File: src/sv/tlmf_pkg.sv
// ----------------------------------------------------------------------------
// tlmf_pkg
// Shared types, constants and helpers for the timeline to media frame mapper.
// ----------------------------------------------------------------------------
package tlmf_pkg;

    localparam int QS         = 16;   // Q16.16 fraction bits
    localparam int LEN_W      = 31;   // frame count width
    localparam int DVD_W      = 48;   // wrap dividend width
    localparam int DIV_STAGES = DVD_W;
    localparam int MQ_DEPTH   = 4;
    localparam int MQ_AW      = 2;
    localparam int OQ_DEPTH   = 2;

    // register indexes
    localparam logic [2:0] REG_CLIP_START  = 3'd0;
    localparam logic [2:0] REG_CLIP_LENGTH = 3'd1;
    localparam logic [2:0] REG_MEDIA_BASE  = 3'd2;
    localparam logic [2:0] REG_SRC_FRAMES  = 3'd3;
    localparam logic [2:0] REG_RATE_RATIO  = 3'd4;
    localparam logic [2:0] REG_OVERRUN     = 3'd5;
    localparam logic [2:0] REG_SECTION     = 3'd6;

    // overrun modes
    localparam logic [1:0] MODE_FREEZE   = 2'd0;
    localparam logic [1:0] MODE_LOOP     = 2'd1;
    localparam logic [1:0] MODE_PINGPONG = 2'd2;

    // mapping rule chosen for an item
    typedef enum logic [4:0] {
        PATH_TAIL   = 5'b00001,
        PATH_PHASE  = 5'b00010,
        PATH_ANCHOR = 5'b00100,
        PATH_END    = 5'b01000,
        PATH_NAT    = 5'b10000
    } t_path;

    typedef struct packed {
        logic [LEN_W-1:0] start;
        logic [LEN_W-1:0] length;
        logic [LEN_W-1:0] base;
        logic [LEN_W-1:0] len;      // effective source length, never zero
        logic [31:0]      ratio;
        logic [1:0]       mode;
        logic             normal;
    } t_cfg;

    // classified request from front to back
    typedef struct packed {
        t_path              path;
        logic               neg;
        logic [LEN_W-1:0]   mag;
        logic signed [32:0] off;
    } t_work;

    // side data carried through the divider
    typedef struct packed {
        t_path              path;
        logic signed [48:0] loc;
        logic               wrap;
    } t_tag;

    // one restoring division step: {quotient bit, new remainder}
    function automatic logic [LEN_W:0] div_step(input logic [LEN_W-1:0] rem,
                                                input logic            dbit,
                                                input logic [LEN_W-1:0] len);
        logic [LEN_W:0] t;
        logic [LEN_W:0] d;
        t = {rem, dbit};
        d = t - {1'b0, len};
        if (t >= {1'b0, len}) begin
            return {1'b1, d[LEN_W-1:0]};
        end
        return {1'b0, t[LEN_W-1:0]};
    endfunction

endpackage

File: src/sv/tlmf_front.sv
// ----------------------------------------------------------------------------
// tlmf_front
// Classifies each request by mapping rule and queues it for the back end.
// ----------------------------------------------------------------------------
module tlmf_front import tlmf_pkg::*; (
    input  logic               i_clk,
    input  logic               i_rst_n,
    input  t_cfg               i_cfg,
    input  logic               i_push,
    output logic               o_full,
    input  logic [30:0]        i_timeline_frame,
    input  logic               i_has_phase,
    input  logic               i_in_continuation,
    input  logic signed [47:0] i_phase_frames,
    input  logic signed [31:0] i_tail_hold_frame,
    input  logic signed [31:0] i_break_anchor,
    input  logic [30:0]        i_anchor_timeline,
    input  logic               i_pop,
    output logic               o_empty,
    output t_work              o_work
);

    t_work            mq_mem [MQ_DEPTH];
    logic [MQ_AW-1:0] r_wr, n_wr, r_rd, n_rd;
    logic [MQ_AW:0]   r_cnt, n_cnt;
    t_work            w;
    logic [31:0]      clip_end;
    logic             past;
    logic [31:0]      delta;
    logic [31:0]      ndelta;
    logic             do_push, do_pop;

    // rule selection and offset setup
    always_comb begin
        clip_end = {1'b0, i_cfg.start} + {1'b0, i_cfg.length};
        past     = {1'b0, i_timeline_frame} >= clip_end;
        delta    = {1'b0, i_timeline_frame} - {1'b0, i_cfg.start};
        w.off    = '0;
        if (past && i_has_phase && !i_tail_hold_frame[31]) begin
            w.path = PATH_TAIL;
            w.off  = 33'(i_tail_hold_frame);
        end else if (i_has_phase && i_in_continuation && i_cfg.normal) begin
            w.path = PATH_PHASE;
            w.off  = i_phase_frames[47] ? '0 : {1'b0, i_phase_frames[47:16]};
        end else if (i_has_phase && !i_break_anchor[31] && !past) begin
            w.path = PATH_ANCHOR;
            delta  = {1'b0, i_timeline_frame} - {1'b0, i_anchor_timeline};
            w.off  = 33'(i_break_anchor) - $signed({2'b00, i_cfg.base});
        end else if (past) begin
            w.path = PATH_END;
        end else begin
            w.path = PATH_NAT;
        end
        ndelta = -delta;
        w.neg  = delta[31];
        w.mag  = delta[31] ? ndelta[30:0] : delta[30:0];
        if (w.path == PATH_TAIL || w.path == PATH_PHASE || w.path == PATH_END) begin
            w.neg = 1'b0;
            w.mag = '0;
        end
    end

    // request queue
    assign o_full  = (r_cnt == (MQ_AW+1)'(MQ_DEPTH));
    assign o_empty = (r_cnt == '0);
    assign do_push = i_push && !o_full;
    assign do_pop  = i_pop && !o_empty;

    always_comb begin
        n_wr  = do_push ? r_wr + 1'b1 : r_wr;
        n_rd  = do_pop  ? r_rd + 1'b1 : r_rd;
        n_cnt = r_cnt + {{MQ_AW{1'b0}}, do_push} - {{MQ_AW{1'b0}}, do_pop};
    end

    always_ff @(posedge i_clk) begin
        if (!i_rst_n) begin
            r_wr  <= '0;
            r_rd  <= '0;
            r_cnt <= '0;
        end else begin
            r_wr  <= n_wr;
            r_rd  <= n_rd;
            r_cnt <= n_cnt;
        end
    end

    always_ff @(posedge i_clk) begin
        if (do_push) begin
            mq_mem[r_wr] <= w;
        end
    end

    assign o_work = mq_mem[r_rd];

endmodule

File: config.mk
export PLATFORM = sky130hd
export DESIGN_NAME = tlmf_front
export DESIGN_NICKNAME = d
export VERILOG_FILES = /design/src/sv/tlmf_pkg.sv /design/src/sv/tlmf_front.sv
export SDC_FILE = /design/constraint.sdc
export NUM_CORES = 1
export LEC_CHECK = 0
export BUFFER_PORTS_ARGS = -buffer_cell sky130_fd_sc_hd__buf_2
export CAP_MARGIN = 10
export CORE_ASPECT_RATIO = 0.5
export CORE_MARGIN = 4
export CORE_UTILIZATION = 30
export CTS_BUF_LIST = sky130_fd_sc_hd__clkbuf_8 sky130_fd_sc_hd__clkbuf_16
export DETAILED_ROUTE_END_ITERATION = 12
export PLACE_DENSITY = 0.61
export SLEW_MARGIN = 20
export SYNTH_ARGS = -nofsm -noshare
export SYNTH_HDL_FRONTEND = slang
export SYNTH_SLANG_ARGS = --single-unit
export TNS_END_PERCENT = 10
File: constraint.sdc
create_clock -name i_clk -period 9.9 [get_ports i_clk]
set_clock_uncertainty 0.15 [all_clocks]
set_input_delay 0.99 -clock i_clk [delete_from_list [all_inputs] [get_ports i_clk]]
set_output_delay 0.99 -clock i_clk [all_outputs]
set_load 0.05 [all_outputs]
Yosys cells after proc, flatten, opt, wreduce, memory -nomap -nowiden
Memory sizes are Yosys's and may differ from the RTL's. A register that Yosys moved wholly into a read port is not among the register bits.
Cells that the tools add are included.
- flip-flop bits (word level): 7
- latch bits: 0
- RAM bits: 280
- bits in read-only memories: 0
- bits of input ports: 339
- output and inout bits: 72
- memories: 1
- $add $sub $neg: 9
- multipliers: 0
- div/mod/pow operators: 0
- order comparisons: 1
- equal/unequal tests: 4
- shift operators: 0
- multiplexer cells: 17
- bitwise operators: 0
- reductions and logical operators: 16
- memory list (memory ; words ; width ; rd ports ; clocked after memory_dff ; write ports ; RTL line ; RTL):
    mq_mem ; 4 ; 70 ; 1 ; 1 ; 1 ; tlmf_front.sv:23 ; t_work mq_mem [MQ_DEPTH];
- operator list (cell ; number):
    2-to-1 mux 32 bit ; 4
    2-to-1 mux 33 bit ; 3
    subtractor 31 x 31 -> 32 bit ; 2
    2-to-1 mux 31 bit ; 2
    subtractor 32 x 32 -> 33 bit ; 1
    adder 31 x 31 -> 32 bit ; 1
    >= comparator 31 x 32 -> 1 bit ; 1
    negator 31 bit ; 1
    2-to-1 mux 5 bit ; 4
    logical AND 1 bit ; 8
    == test 5 x 1 -> 1 bit (second input constant) ; 1
    == test 5 x 2 -> 1 bit (second input constant) ; 1
    == test 5 x 4 -> 1 bit (second input constant) ; 1
    logical NOT 1 bit ; 5
    adder 2 x 1 -> 2 bit (second input constant) ; 2
    2-to-1 mux 2 bit ; 2
    adder 3 x 1 -> 3 bit ; 1
    == test 3 bit (second input constant) ; 1
    logical NOT 3 bit ; 1
    subtractor 3 x 1 -> 3 bit ; 1
    logical OR 1 bit ; 2
    2-to-1 mux 1 bit ; 2

Longest topological paths before layout
- word-level depth: 11
- depth in mapped cells: 37

Least setup slack after synthesis
OpenSTA, ideal clock, no wires.
- kind: input-to-reg
- start point: input i_cfg[97] in the netlist's numbering
- end point: memory mq_mem[0][63] in the netlist's numbering (data pin)
- setup time: 183 ps
- data arrival time: 7931 ps
- required time: 9567 ps
- setup slack: 1635 ps
- cell stages on the path: 37
- buffers on the path: 5
- path through: ha_1 -> inv_1 -> fa_1 -> nor2b_1 -> o21a_1 -> o21ai_0 -> a31oi_1 -> o31ai_1 -> a21oi_1 -> a221o_1 -> a21o_1 -> o41ai_1 -> nand3_1 -> o311a_1 -> ha_1 -> a2111oi_0 -> o21ai_0 -> o22ai_1 -> a21boi_1 -> a41oi_1 -> o21ai_1 -> buf_2 -> inv_2 -> buf_2 -> buf_2 -> buf_2 -> buf_1 -> nand2_1 -> nand2_1 -> ha_1 -> and3_1 -> and4_1 -> a32oi_1 -> or2_1 -> or3_1 -> o41ai_2 -> mux2i_1
- RTL lines (element ; RTL line ; RTL):
    from (decl) ; tlmf_front.sv:8 ; input t_cfg i_cfg,
    to (decl) ; tlmf_front.sv:23 ;

==> impl_metrics.yaml <==
global_routing:
  grt_pass1_vias: 16270
  grt_pass1_wl_um: 93260
  antenna_found_initial: 12
  grt_overflow: 0
  grt_use_total_pct: 16.32
  grt_max_degree: 71
hold_path:
  min_path_type: "register to register"
power:
  power_density_mw_per_mm2: 206.3
  combPwrFrac_pct: 44.4
  ir_drop_mv: 0.1275
  p_int_uw: 2976
  clock_power_share_pct: 21.9
  power_switching_uw: 2024
  leakage_uw: 0.009863
  power_frac_seq_pct: 33.6
  p_sw_share_pct: 40.48
critical_path:
  crit_arrival_ns: 8.73
  path_common_cell: "ha_1"
  worstPathMaxFanout: 42
  cp-start-kind: "input pin"
  critPathSlowestCell: "o41ai_1"
  max_stage_delay_ns: 0.58
  critPathKind: "input pin to register"
  required_ns: 10.06
  crit_path_end_kind: "register"
yosys:
  syn_avg_cell_area_um2: 10.63
  synthFlopType: "edfxtp_1"
  synth_common_cells: "280 x edfxtp_1, 162 x ha_1, 160 x a21oi_1"
  synth-edff-count: 280
  synth.distinct_cells: 98
  synth_top_area_share_pct: 40.87
  yosys.area.top_type: "edfxtp_1"
  ys_seq_elements: 289
  yosysMostFrequentCell: "edfxtp_1"
  synthTopCellsByArea: "edfxtp_1 41%, ha_1 9.9%, mux4_2 7.7%, a21oi_1 3.9%, inv_1 2.4%"
  async_flop_share_pct: 0
  ys_warn_count: 0
  ys_seq_area_share_pct: 41.74
  syn_area_mm2: 0.02057
  syn_nets: 2442
  netlist_instances: 1936
cts:
  clkTransAtPathRegs_ns: 0.06
  cts_tree: "yes"
  cts-buffers-inserted: 30
  ctsHtreeMaxLevel: 1
  clk_path_buf_depth: 3
  root_buffer: "clkbuf_16"
  cts_setup_buffers: 0
  cts_resized: 0
  holdBufCountCts: 0
  clock_latency_ns: 0.55
  cts.sinks: 289
routing:
  vias_per_cell: 5.216
  dr.first_iter.drc_count: 1112
  drt-total-wl_um: 61850
  wl_met1_um: 25550
  drc_errors: 0
  route.met3.wl_um: 1953
  firstDrtPassIters: 5
  met2_length_um: 32910
  avgRoutedWirePerCell_um: 19.48
  drtAntennaViolNets: 0
  top_layer_used: "met5"
  vias: 16560
finish:
  fill_cells: 6733
  area_delta_synth_final_pct: 17.83
  drive_above_1_share_pct: 22.60
  nets: 2752
sta:
  hold_slack_ns: 0.4189
  hold_violations: 0
  setup_tns_ns: 0
  period_needed_ns: 8.574
  fmax_ghz: 0.1166
  fin_crit_sh_pct: 86.60
  timing.slew.headroom_pct: 28.49
  setup_viol: 0
  rsz0062_at_grt: "false"
  slew_violations: 0
  tightestPinTransition_ns: 1.073
place:
  numPortBuffers: 329
  gp_congestion: 0.9153
  place.detailed.hpwl_um: 48130
job:
  drv_cap: 0
die:
  fp.dieW_um: 378.3
  start_util_pct: 30.52
  core_mm2: 0.06740
  ios: 411
  rows: 67
  fp.dieH_um: 193.2
  die_area_mm2: 0.07309
outcome:
  outcome: "finished, final reports clean"
cells in the final DEF, fill, tap and decap left out, types with 15 or more instances in the layout:
master     count
a21o_1        51
a21oi_1      160
a31oi_1       17
and2_1        25
and3_1        29
buf_2        329
buf_4         16
clkbuf_16     32
edfxtp_1     280
ha_1         162
inv_1        136
mux2i_1       19
mux4_2        70
nand2_1      121
nand2b_1      22
nand3_1       57
nand4_1       15
nor2_1       121
nor2b_1       23
nor3_1        49
o211ai_1      23
o21a_1        18
o21ai_0       87
or3_1         18
xnor2_1       54
xor2_1        50
kinds of logic (layout without fill, tap and decap cells):
family / count (synthesis) / after routing / synth area share [%]
AND/OR/NAND/NOR: 550 / 550 / 13.67
AO/OA/AOI/OAI: 530 / 530 / 17.17
flip-flops: 289 / 289 / 41.74
buffers and inverters: 203 / 537 / 3.825
adder cells (fa/ha/maj): 167 / 167 / 10.34
XOR/XNOR: 104 / 104 / 4.427
multiplexers: 93 / 93 / 8.818
other: 0 / 8 / 0
state kept, by name, indices dropped and copies added, names as in the netlist, named ones only:
signal	flops
mq_mem	280
r_cnt	3
r_rd	2
r_wr	2
power by group through the flow:
stage	combinational, uW	sequential, uW	clock [uW]
floorplan	1670	1660	0
global placement	2230	1700	0
detailed placement	2240	1710	0
CTS	2250	1690	1120
global route	2400	1700	1180
finish	2220	1680	1100
metal layers:
metal	GRT usage [%]	vias up
met1	19.56	8115
met5	0	-
met4	3.761	8
met3	1.524	83
met2	31.68	288
li1	-	8066
per-stage QoR:
| step | total power [uW] | area, um2 | util [%] | std cells | setup slack, ns |
|---|---|---|---|---|---|
| 4_1_cts | 5061 | 24220 | 35.93 | 3167 | 1.373 |
| 6_report | 5000 | 24240 | 35.97 | 3175 | 1.326 |
| 5_1_grt | 5280 | 24240 | 35.96 | 3174 | 0.4095 |
| 2_1_floorplan | 3330 | 20570 | - | 1936 | 1.635 |
| 3_5_place_dp | 3956 | 23220 | 34.45 | 3111 | 0.8286 |
| 3_3_place_gp | 3930 | 23220 | 34.45 | 3111 | 0.9220 |
area by class of cell:
cell class,instances,area (um2),share of cell area [%]
sequential,289,8596,35.46
tap,897,1122,4.630
inverter,135,506.7,2.090
antenna,8,20.02,0.08258
multi-input combinational,1444,11220,46.29
timing repair buffer,346,1778,7.334
clock buffer,36,855.8,3.530
clock inverter,20,141.4,0.5832
path summary, 6_finish.rpt:
kind,cells past startpoint,end,slack (ns),start
worst max-delay path,34,mq_mem[0][63]$_DFFE_PP_,1.33,i_cfg[97]
worst max register to register,4,mq_mem[2][16]$_DFFE_PP_,7.17,r_cnt[1]$_SDFF_PN0_
worst min register to register,2,r_wr[1]$_SDFFE_PN0P_,0.42,r_wr[1]$_SDFFE_PN0P_
worst min-delay path,2,r_wr[1]$_SDFFE_PN0P_,0.42,r_wr[1]$_SDFFE_PN0P_
worst max-delay path: cells and delay by family:
kind | cells | cell delay [ns]
AND/OR/NAND/NOR | 9 | 1.61
AO/OA/AOI/OAI | 16 | 3.91
adder cells (fa/ha/maj) | 4 | 0.94
multiplexers | 1 | 0.44
buffers and inverters | 4 | 0.81
No activity file was read; power rests on OpenSTA's default activity.
